--- config.mk ---
export PLATFORM = sky130hd
export DESIGN_NAME = report_packet_segmenter
export DESIGN_NICKNAME = d
export VERILOG_FILES = /design/src/design/rps_pkg.sv /design/src/design/report_packet_segmenter.sv /design/src/design/rps_report_buf.sv
export SDC_FILE = /design/constraint.sdc
export NUM_CORES = 1
export LEC_CHECK = 0
export BUFFER_PORTS_ARGS = -buffer_cell sky130_fd_sc_hd__clkbuf_2
export CORE_MARGIN = 8
export CORE_UTILIZATION = 30
export DETAILED_ROUTE_END_ITERATION = 8
export PLACE_DENSITY_LB_ADDON = 0.2
export SYNTH_ARGS = -nofsm -noshare
export SYNTH_HDL_FRONTEND = slang
export SYNTH_SLANG_ARGS = --single-unit
--- constraint.sdc ---
create_clock -name clk -period 6.35 [get_ports clk]
set_clock_uncertainty 0.05 [all_clocks]
set_input_delay 0.9525 -clock clk [delete_from_list [all_inputs] [get_ports clk]]
set_output_delay 0.9525 -clock clk [all_outputs]
set_load 0.02 [all_outputs]
--- src/design/rps_pkg.sv ---
// Package for the report packet segmenter: command codes, controller states,
// register indexes, header bit positions and the read request record.
// Has no dependencies; every design file imports it.
package rps_pkg;

	localparam int FILL_W = 7;
	localparam int SIZE_W = 7;
	localparam int HDR_W = 2;
	localparam int BYTE_W = 8;
	localparam int CMD_W = 2;
	localparam int CFG_IDX_W = 1;
	localparam int CFG_DATA_W = 7;
	localparam int LEN_BITS = 6;

	localparam logic [SIZE_W-1:0] MIN_REPORT_SIZE = 7'd3;

	localparam logic [CFG_IDX_W-1:0] CFG_REPORT_SIZE = 1'b0;
	localparam logic [CFG_IDX_W-1:0] CFG_HEADER_BYTES = 1'b1;

	localparam logic [SIZE_W-1:0] REPORT_SIZE_RESET = 7'd64;
	localparam logic [HDR_W-1:0] HEADER_BYTES_RESET = 2'd1;

	localparam logic [1:0] FLAG_FIRST = 2'b10;
	localparam logic [1:0] FLAG_LAST = 2'b01;

	typedef enum logic [CMD_W-1:0] {
		CMD_START = 2'd0,
		CMD_BYTE = 2'd1,
		CMD_END = 2'd2
	} cmd_t;

	typedef enum logic [1:0] {
		ST_IDLE,
		ST_EMIT,
		ST_WRITE
	} state_t;

	typedef struct packed {
		logic hdr_sel;
		logic [BYTE_W-1:0] hdr_val;
		logic last;
	} rd_req_t;

endpackage

--- src/design/report_packet_segmenter.sv ---
// Channel     Handshake              Payload
// command in  in_valid / in_ready    command, payload
// report out  out_valid / out_ready  report_byte, report_end
// config      cfg_write              cfg_index, cfg_data
//
// A start, a byte that fits, and an unused command leave the controller idle.
// An emitted report of F bytes occupies the single store read port, one beat per
// cycle when the output is taken; a byte that overflows the report is written to
// the store afterward. The last beat passes the read stage and the output register
// after its read. Reset clears the fill count, flags, registers and channel state;
// the store needs no clearing. A stalled output holds the read pipeline in place.
//
// Top level of the report packet segmenter: command decoding, header build and
// emission sequencing. Depends on rps_pkg and rps_report_buf.
module report_packet_segmenter #(
	parameter int MAX_REPORT_BYTES = 64
) (
	input logic clk,
	input logic arst_n,
	input logic cfg_write,
	input logic [rps_pkg::CFG_IDX_W-1:0] cfg_index,
	input logic [rps_pkg::CFG_DATA_W-1:0] cfg_data,
	input logic in_valid,
	output logic in_ready,
	input logic [rps_pkg::CMD_W-1:0] command,
	input logic [rps_pkg::BYTE_W-1:0] payload,
	output logic out_valid,
	input logic out_ready,
	output logic [rps_pkg::BYTE_W-1:0] report_byte,
	output logic report_end
);
	import rps_pkg::*;

	localparam int AW = $clog2(MAX_REPORT_BYTES);
	localparam logic [SIZE_W-1:0] MAX_SIZE = SIZE_W'(MAX_REPORT_BYTES);

	state_t state_q, state_d;

	logic [SIZE_W-1:0] report_size_q;
	logic [HDR_W-1:0] header_bytes_q;
	logic [FILL_W-1:0] fill_q;
	logic [1:0] flags_q;
	logic [FILL_W-1:0] idx_q;
	logic [FILL_W-1:0] emit_cnt_q;
	logic two_hdr_q;
	logic [BYTE_W-1:0] b0_q;
	logic [BYTE_W-1:0] len_q;
	logic pend_q;
	logic [BYTE_W-1:0] pend_data_q;

	logic hdr2;
	logic [FILL_W-1:0] hdr_len;
	logic [SIZE_W-1:0] eff_size;
	logic [FILL_W-1:0] eff_fill;
	logic full;
	logic in_fire;
	logic [1:0] emit_flags;
	logic [FILL_W-1:0] emit_len;

	logic start_emit;
	logic set_start;
	logic append;
	logic do_wb;

	logic wr_en;
	logic [AW-1:0] wr_addr;
	logic [BYTE_W-1:0] wr_data;
	logic req_valid;
	logic req_ready;
	rd_req_t req;
	logic req_last;

	assign hdr2 = header_bytes_q >= 2'd2;
	assign hdr_len = hdr2 ? 7'd2 : 7'd1;

	always_comb begin
		eff_size = report_size_q;
		if (eff_size < MIN_REPORT_SIZE) begin
			eff_size = MIN_REPORT_SIZE;
		end
		if (eff_size > MAX_SIZE) begin
			eff_size = MAX_SIZE;
		end
		eff_fill = fill_q;
		if (eff_fill < hdr_len) begin
			eff_fill = hdr_len;
		end
		if (eff_fill > eff_size) begin
			eff_fill = eff_size;
		end
	end

	assign full = eff_fill >= eff_size;
	assign in_ready = state_q == ST_IDLE;
	assign in_fire = in_valid && in_ready;
	assign emit_len = eff_fill - hdr_len;
	assign emit_flags = (command == CMD_END) ? (flags_q | FLAG_LAST) : flags_q;
	assign req_last = (idx_q + 7'd1) == emit_cnt_q;

	always_comb begin
		state_d = state_q;
		start_emit = 1'b0;
		set_start = 1'b0;
		append = 1'b0;
		do_wb = 1'b0;
		req_valid = 1'b0;
		case (state_q)
			ST_IDLE: begin
				if (in_fire) begin
					case (command)
						CMD_START: begin
							set_start = 1'b1;
						end
						CMD_BYTE: begin
							if (full) begin
								start_emit = 1'b1;
								state_d = ST_EMIT;
							end else begin
								append = 1'b1;
							end
						end
						CMD_END: begin
							start_emit = 1'b1;
							state_d = ST_EMIT;
						end
						default: begin
						end
					endcase
				end
			end
			ST_EMIT: begin
				req_valid = 1'b1;
				if (req_ready && req_last) begin
					state_d = pend_q ? ST_WRITE : ST_IDLE;
				end
			end
			ST_WRITE: begin
				do_wb = 1'b1;
				state_d = ST_IDLE;
			end
			default: begin
				state_d = ST_IDLE;
			end
		endcase
	end

	always_ff @(posedge clk or negedge arst_n) begin
		if (!arst_n) begin
			state_q <= ST_IDLE;
		end else begin
			state_q <= state_d;
		end
	end

	always_ff @(posedge clk or negedge arst_n) begin
		if (!arst_n) begin
			report_size_q <= REPORT_SIZE_RESET;
			header_bytes_q <= HEADER_BYTES_RESET;
			fill_q <= '0;
			flags_q <= '0;
			idx_q <= '0;
			pend_q <= 1'b0;
		end else begin
			if (cfg_write) begin
				case (cfg_index)
					CFG_REPORT_SIZE: report_size_q <= cfg_data[SIZE_W-1:0];
					CFG_HEADER_BYTES: header_bytes_q <= cfg_data[HDR_W-1:0];
					default: begin
					end
				endcase
			end
			if (set_start) begin
				flags_q <= FLAG_FIRST;
				fill_q <= hdr_len;
			end
			if (append) begin
				fill_q <= eff_fill + 7'd1;
			end
			if (start_emit) begin
				flags_q <= '0;
				fill_q <= hdr_len;
				idx_q <= '0;
				pend_q <= command == CMD_BYTE;
			end
			if (req_valid && req_ready) begin
				idx_q <= idx_q + 7'd1;
			end
			if (do_wb) begin
				fill_q <= hdr_len + 7'd1;
				pend_q <= 1'b0;
			end
		end
	end

	always_ff @(posedge clk) begin
		if (start_emit) begin
			emit_cnt_q <= eff_fill;
			two_hdr_q <= hdr2;
			b0_q <= {emit_flags, hdr2 ? 6'd0 : emit_len[LEN_BITS-1:0]};
			len_q <= {1'b0, emit_len};
			pend_data_q <= payload;
		end
	end

	always_comb begin
		wr_en = append || do_wb;
		wr_addr = do_wb ? hdr_len[AW-1:0] : eff_fill[AW-1:0];
		wr_data = do_wb ? pend_data_q : payload;
		req.hdr_sel = (idx_q == 7'd0) || ((idx_q == 7'd1) && two_hdr_q);
		req.hdr_val = (idx_q == 7'd0) ? b0_q : len_q;
		req.last = req_last;
	end

	rps_report_buf #(
		.DEPTH(MAX_REPORT_BYTES)
	) u_buf (
		.clk(clk),
		.arst_n(arst_n),
		.wr_en(wr_en),
		.wr_addr(wr_addr),
		.wr_data(wr_data),
		.req_valid(req_valid),
		.req_ready(req_ready),
		.req_addr(idx_q[AW-1:0]),
		.req(req),
		.out_valid(out_valid),
		.out_ready(out_ready),
		.report_byte(report_byte),
		.report_end(report_end)
	);

endmodule

--- src/design/rps_report_buf.sv ---
// Report byte store with a registered read port, a read stage and the output
// register that drives the result channel.
// Depends on rps_pkg for the read request record.
module rps_report_buf #(
	parameter int DEPTH = 64
) (
	input logic clk,
	input logic arst_n,
	input logic wr_en,
	input logic [$clog2(DEPTH)-1:0] wr_addr,
	input logic [rps_pkg::BYTE_W-1:0] wr_data,
	input logic req_valid,
	output logic req_ready,
	input logic [$clog2(DEPTH)-1:0] req_addr,
	input rps_pkg::rd_req_t req,
	output logic out_valid,
	input logic out_ready,
	output logic [rps_pkg::BYTE_W-1:0] report_byte,
	output logic report_end
);
	import rps_pkg::*;

	logic [BYTE_W-1:0] mem [DEPTH];
	logic [BYTE_W-1:0] rdata_s1;
	rd_req_t meta_s1;
	logic valid_s1;
	logic out_valid_q;
	logic [BYTE_W-1:0] out_byte_q;
	logic out_end_q;
	logic adv;
	logic rd_fire;

	assign adv = valid_s1 && (!out_valid_q || out_ready);
	assign req_ready = !valid_s1 || adv;
	assign rd_fire = req_valid && req_ready;

	always_ff @(posedge clk) begin
		if (wr_en) begin
			mem[wr_addr] <= wr_data;
		end
		if (rd_fire) begin
			rdata_s1 <= mem[req_addr];
			meta_s1 <= req;
		end
	end

	always_ff @(posedge clk) begin
		if (adv) begin
			out_byte_q <= meta_s1.hdr_sel ? meta_s1.hdr_val : rdata_s1;
			out_end_q <= meta_s1.last;
		end
	end

	always_ff @(posedge clk or negedge arst_n) begin
		if (!arst_n) begin
			valid_s1 <= 1'b0;
			out_valid_q <= 1'b0;
		end else begin
			if (rd_fire) begin
				valid_s1 <= 1'b1;
			end else if (adv) begin
				valid_s1 <= 1'b0;
			end
			if (adv) begin
				out_valid_q <= 1'b1;
			end else if (out_ready) begin
				out_valid_q <= 1'b0;
			end
		end
	end

	assign out_valid = out_valid_q;
	assign report_byte = out_byte_q;
	assign report_end = out_end_q;

endmodule

==> flow_summary.yaml <==
sta:
  setup_ws_ns: 0.2571
  rsz0062_at_grt: "true"
  drv_slew: 0
  fin_crit_ns: 6.093
  relSlewSlack: 0.2248
  fin_crit_sh: 0.9595
  setup_viol: 0
  hold_viol_final: 0
  fmax_mhz: 164.1
  worst_pin_slew_ns: 1.163
  hold-worst-slack_ns: 0.3742
worst_setup_path:
  cpMaxStageDelayCell: "nor2_2"
  crit_path_end_kind: "flop"
  cp-start-kind: "flop"
  crit_top_cell: "ha_1"
  crit_chain: "inv_2 > ha_1 > nand3b_1 > a22oi_1 > ha_1 > nand3b_1 > a21oi_1 > o21ai_2 > mux2_2 > ha_1 > nand4_1 > o31ai_1 > nor2_1 > o211ai_1 > o21ai_0 > nand2b_1 > nor2_2"
  worstSetupPathType: "reg -> reg"
  r2r_start: "header_bytes_q[1]$_DFFE_PN0P_"
  worstPathArrival_ns: 6.27
  required_ns: 6.53
  cp_max_fo: 15
  critPathMaxStageDelay_ns: 0.64
  startpoint: "header_bytes_q[1]$_DFFE_PN0P_"
placement:
  place_area_sq_um: 25840
  pre_cts_ws_ns: 0.2224
  dp_hpwl_um: 36750
  gp_congestion: 0.7827
  io_buffers: 33
pwr:
  ir_worst_vdd_mv: 0.2521
  p_total_mw: 11.99
  power_leakage_nw: 8.865
  p_per_area_nw_per_um2: 429.6
logic_synthesis:
  yosysTopAreaCellShare: 0.7057
  synth_cell_type_count: 61
  synth_warnings: 0
  synth_top_family_by_area: "multiplexers"
  synthTopCellsByArea: "edfxtp_1 (71%), mux4_2 (16%), dfrtp_1 (2.8%)"
  synth_compound_area_frac: 0.02038
  synth_edf_count: 570
  synth_xor_area_frac: 0.006861
  syn_area_sq_um: 24250
  yosysTopAreaCell: "edfxtp_1"
  synth-simple-area-share: 0.04142
  synthMuxAreaShare: 0.1692
  synthCells: 1207
  synth-seq-cells: 598
  synthFlopType: "edfxtp_1"
  syn_avg_cell_area_sq_um: 20.09
  ys_seq_area_frac: 0.7346
  async_flop_share: 0.04682
  synth-adder-area-share: 0.01269
  syn_nets: 1254
grt:
  grt_usage: 0.1318
  grt_overflow: 0
  antenna_found_initial: 0
  grt_pass1_wl_um: 87880
  grt_max_degree: 74
  grt_pass1_vias: 12290
route:
  drt_iter0_drc: 1044
  firstDrtPassIters: 5
  viasPerCell: 4.864
  via_count: 11660
  route.detailed.drc: 0
  wl_per_cell_um: 24.78
  drt-total-wl_um: 59410
  ant_nets: 0
worst_hold_path:
  hold_class: "reg -> reg"
  hold_start: "u_buf.meta_s1[0]$_DFFE_PP_"
job:
  drv_cap: 0
clock_tree:
  clock_path_buffers: 3
  cts_tree: "yes"
  cts-htree-levels: 3
  cts_sinks: 598
  cts_buffers: 66
  root_buffer: "clkbuf_16"
  path_clk_slew_ns: 0.06
  insertion_delay_ns: 0.60
  postCtsSetupBuffers: 0
die:
  die-area_sq_um: 90200
  ios: 34
  initial_utilization: 0.3021
  die_h_um: 300.3
  core_sq_um: 80290
  die_x_um: 300.3
  num_rows: 104
cells_and_area:
  stdcell_area_sq_um: 27910
  drive_gt1_frac: 0.3074
  fill_cells: 7441
  layout_commonest_cell: "edfxtp_1"
  nets: 1340
  synthToLayoutAreaGrowth_pct: 15.07
  diodes: 0
  final_cell_mix: "edfxtp_1 (570), mux4_2 (168), clkbuf_16 (67)"
status:
  outcome: "complete, no violations"
==> worst max-delay path, delay by kind of cell, from the launching register on <==
family | cells | cell delay (ns)
fa+ha+maj | 3 | 0.89
mux | 1 | 0.52
compound gates | 6 | 1.79
buf+inv | 1 | 0.14
flops | 1 | 0.39
simple gates | 6 | 1.94
==> power breakdown <==
group | switching (mW) | internal, mW | total [mW] | leakage, nW
clock network | 1.51 | 2.10 | 3.61 | 0.973
registers | 0.358 | 4.57 | 4.93 | 5.48
logic | 1.84 | 1.61 | 3.45 | 2.41
total | 3.71 | 8.28 | 12.0 | 8.86
==> metrics by stage <==
stage	utilization	TNS (ns)	instances
floorplan	-	0	1207
global placement	0.3219	0	2285
detailed placement	0.3219	0	2285
CTS	0.3467	0	2397
global route	0.3476	-18.87	2397
finish	0.3476	0	2397
==> layer usage <==
layer	vias to the layer above	routed length, um	GRT usage
li1	5100	-	-
met1	6194	26750	0.1803
met3	79	2841	0.02481
met5	-	0	0
met4	0	1272	0.03896
met2	286	28540	0.2134
==> kinds of logic after synthesis <==
| logic type | after synthesis |
|---|---|
| DFF | 598 |
| and+or+nand+nor | 216 |
| muxes | 197 |
| buffers and inverters | 80 |
| AOI/OAI and AO/OA | 73 |
| adders and majority gates | 24 |
| xor gates and xnor gates | 19 |
==> area by class of cell <==
cell class / count / area (sq um) / share of cell area
sequential: 598 / 17830 / 0.6388
timing repair buffer: 76 / 500.5 / 0.01793
tap: 1060 / 1326 / 0.04752
inverter: 22 / 82.58 / 0.002959
multi-input combinational: 529 / 6176 / 0.2213
clock buffer: 87 / 1792 / 0.06420
clock inverter: 25 / 203.9 / 0.007307
==> path summary, 6_finish.rpt <==
check / end / slack, ns / cells after the start
hold / removal: u_buf.report_end$_DFFE_PP_ / 0.37 / 0
max in group asynchronous: idx_q[0]$_DFFE_PN0P_ / 5.17 / 1
hold reg to reg: u_buf.report_end$_DFFE_PP_ / 0.37 / 0
min in group asynchronous: fill_q[1]$_DFFE_PN0P_ / 0.43 / 1
setup / recovery: u_buf.mem[17][1]$_DFFE_PP_ / 0.26 / 17
setup reg to reg: u_buf.mem[17][1]$_DFFE_PP_ / 0.26 / 17
==> cell usage after synthesis, drive strengths merged (5+ instances only) <==
| cell type | instances |
|---|---|
| dfrtp | 27 |
| nor2 | 85 |
| o21ai | 15 |
| xnor2 | 13 |
| o21a | 5 |
| and3 | 8 |
| mux2i | 5 |
| and2 | 7 |
| nor3 | 8 |
| a31oi | 5 |
| mux2 | 24 |
| mux4 | 168 |
| nand2 | 57 |
| nand3 | 14 |
| nand2b | 10 |
| a21oi | 24 |
| ha | 23 |
| buf | 27 |
| inv | 21 |
| xor2 | 6 |
| edfxtp | 570 |
| nor2b | 7 |
| clkbuf | 31 |
==> what timing repair did <==
action / in CTS / in global routing
endpoints found under the hold margin: 0 / 0
setup endpoints to repair: 0 / 279
resized for setup: 0 / 29
hold buffers: 0 / 0
==> sequential cells by signal, indices dropped and copies added (netlist names), 2 cells and up <==
register	cells
u_buf.report_byte	8
u_buf.mem	512
report_size_q	7
b0_q	8
emit_cnt_q	7
fill_q	7
state_q	2
u_buf.meta_s1	10
idx_q	7
pend_data_q	8
len_q	7
u_buf.rdata_s1	8
Note: power is estimated with default switching activity, not from simulation.
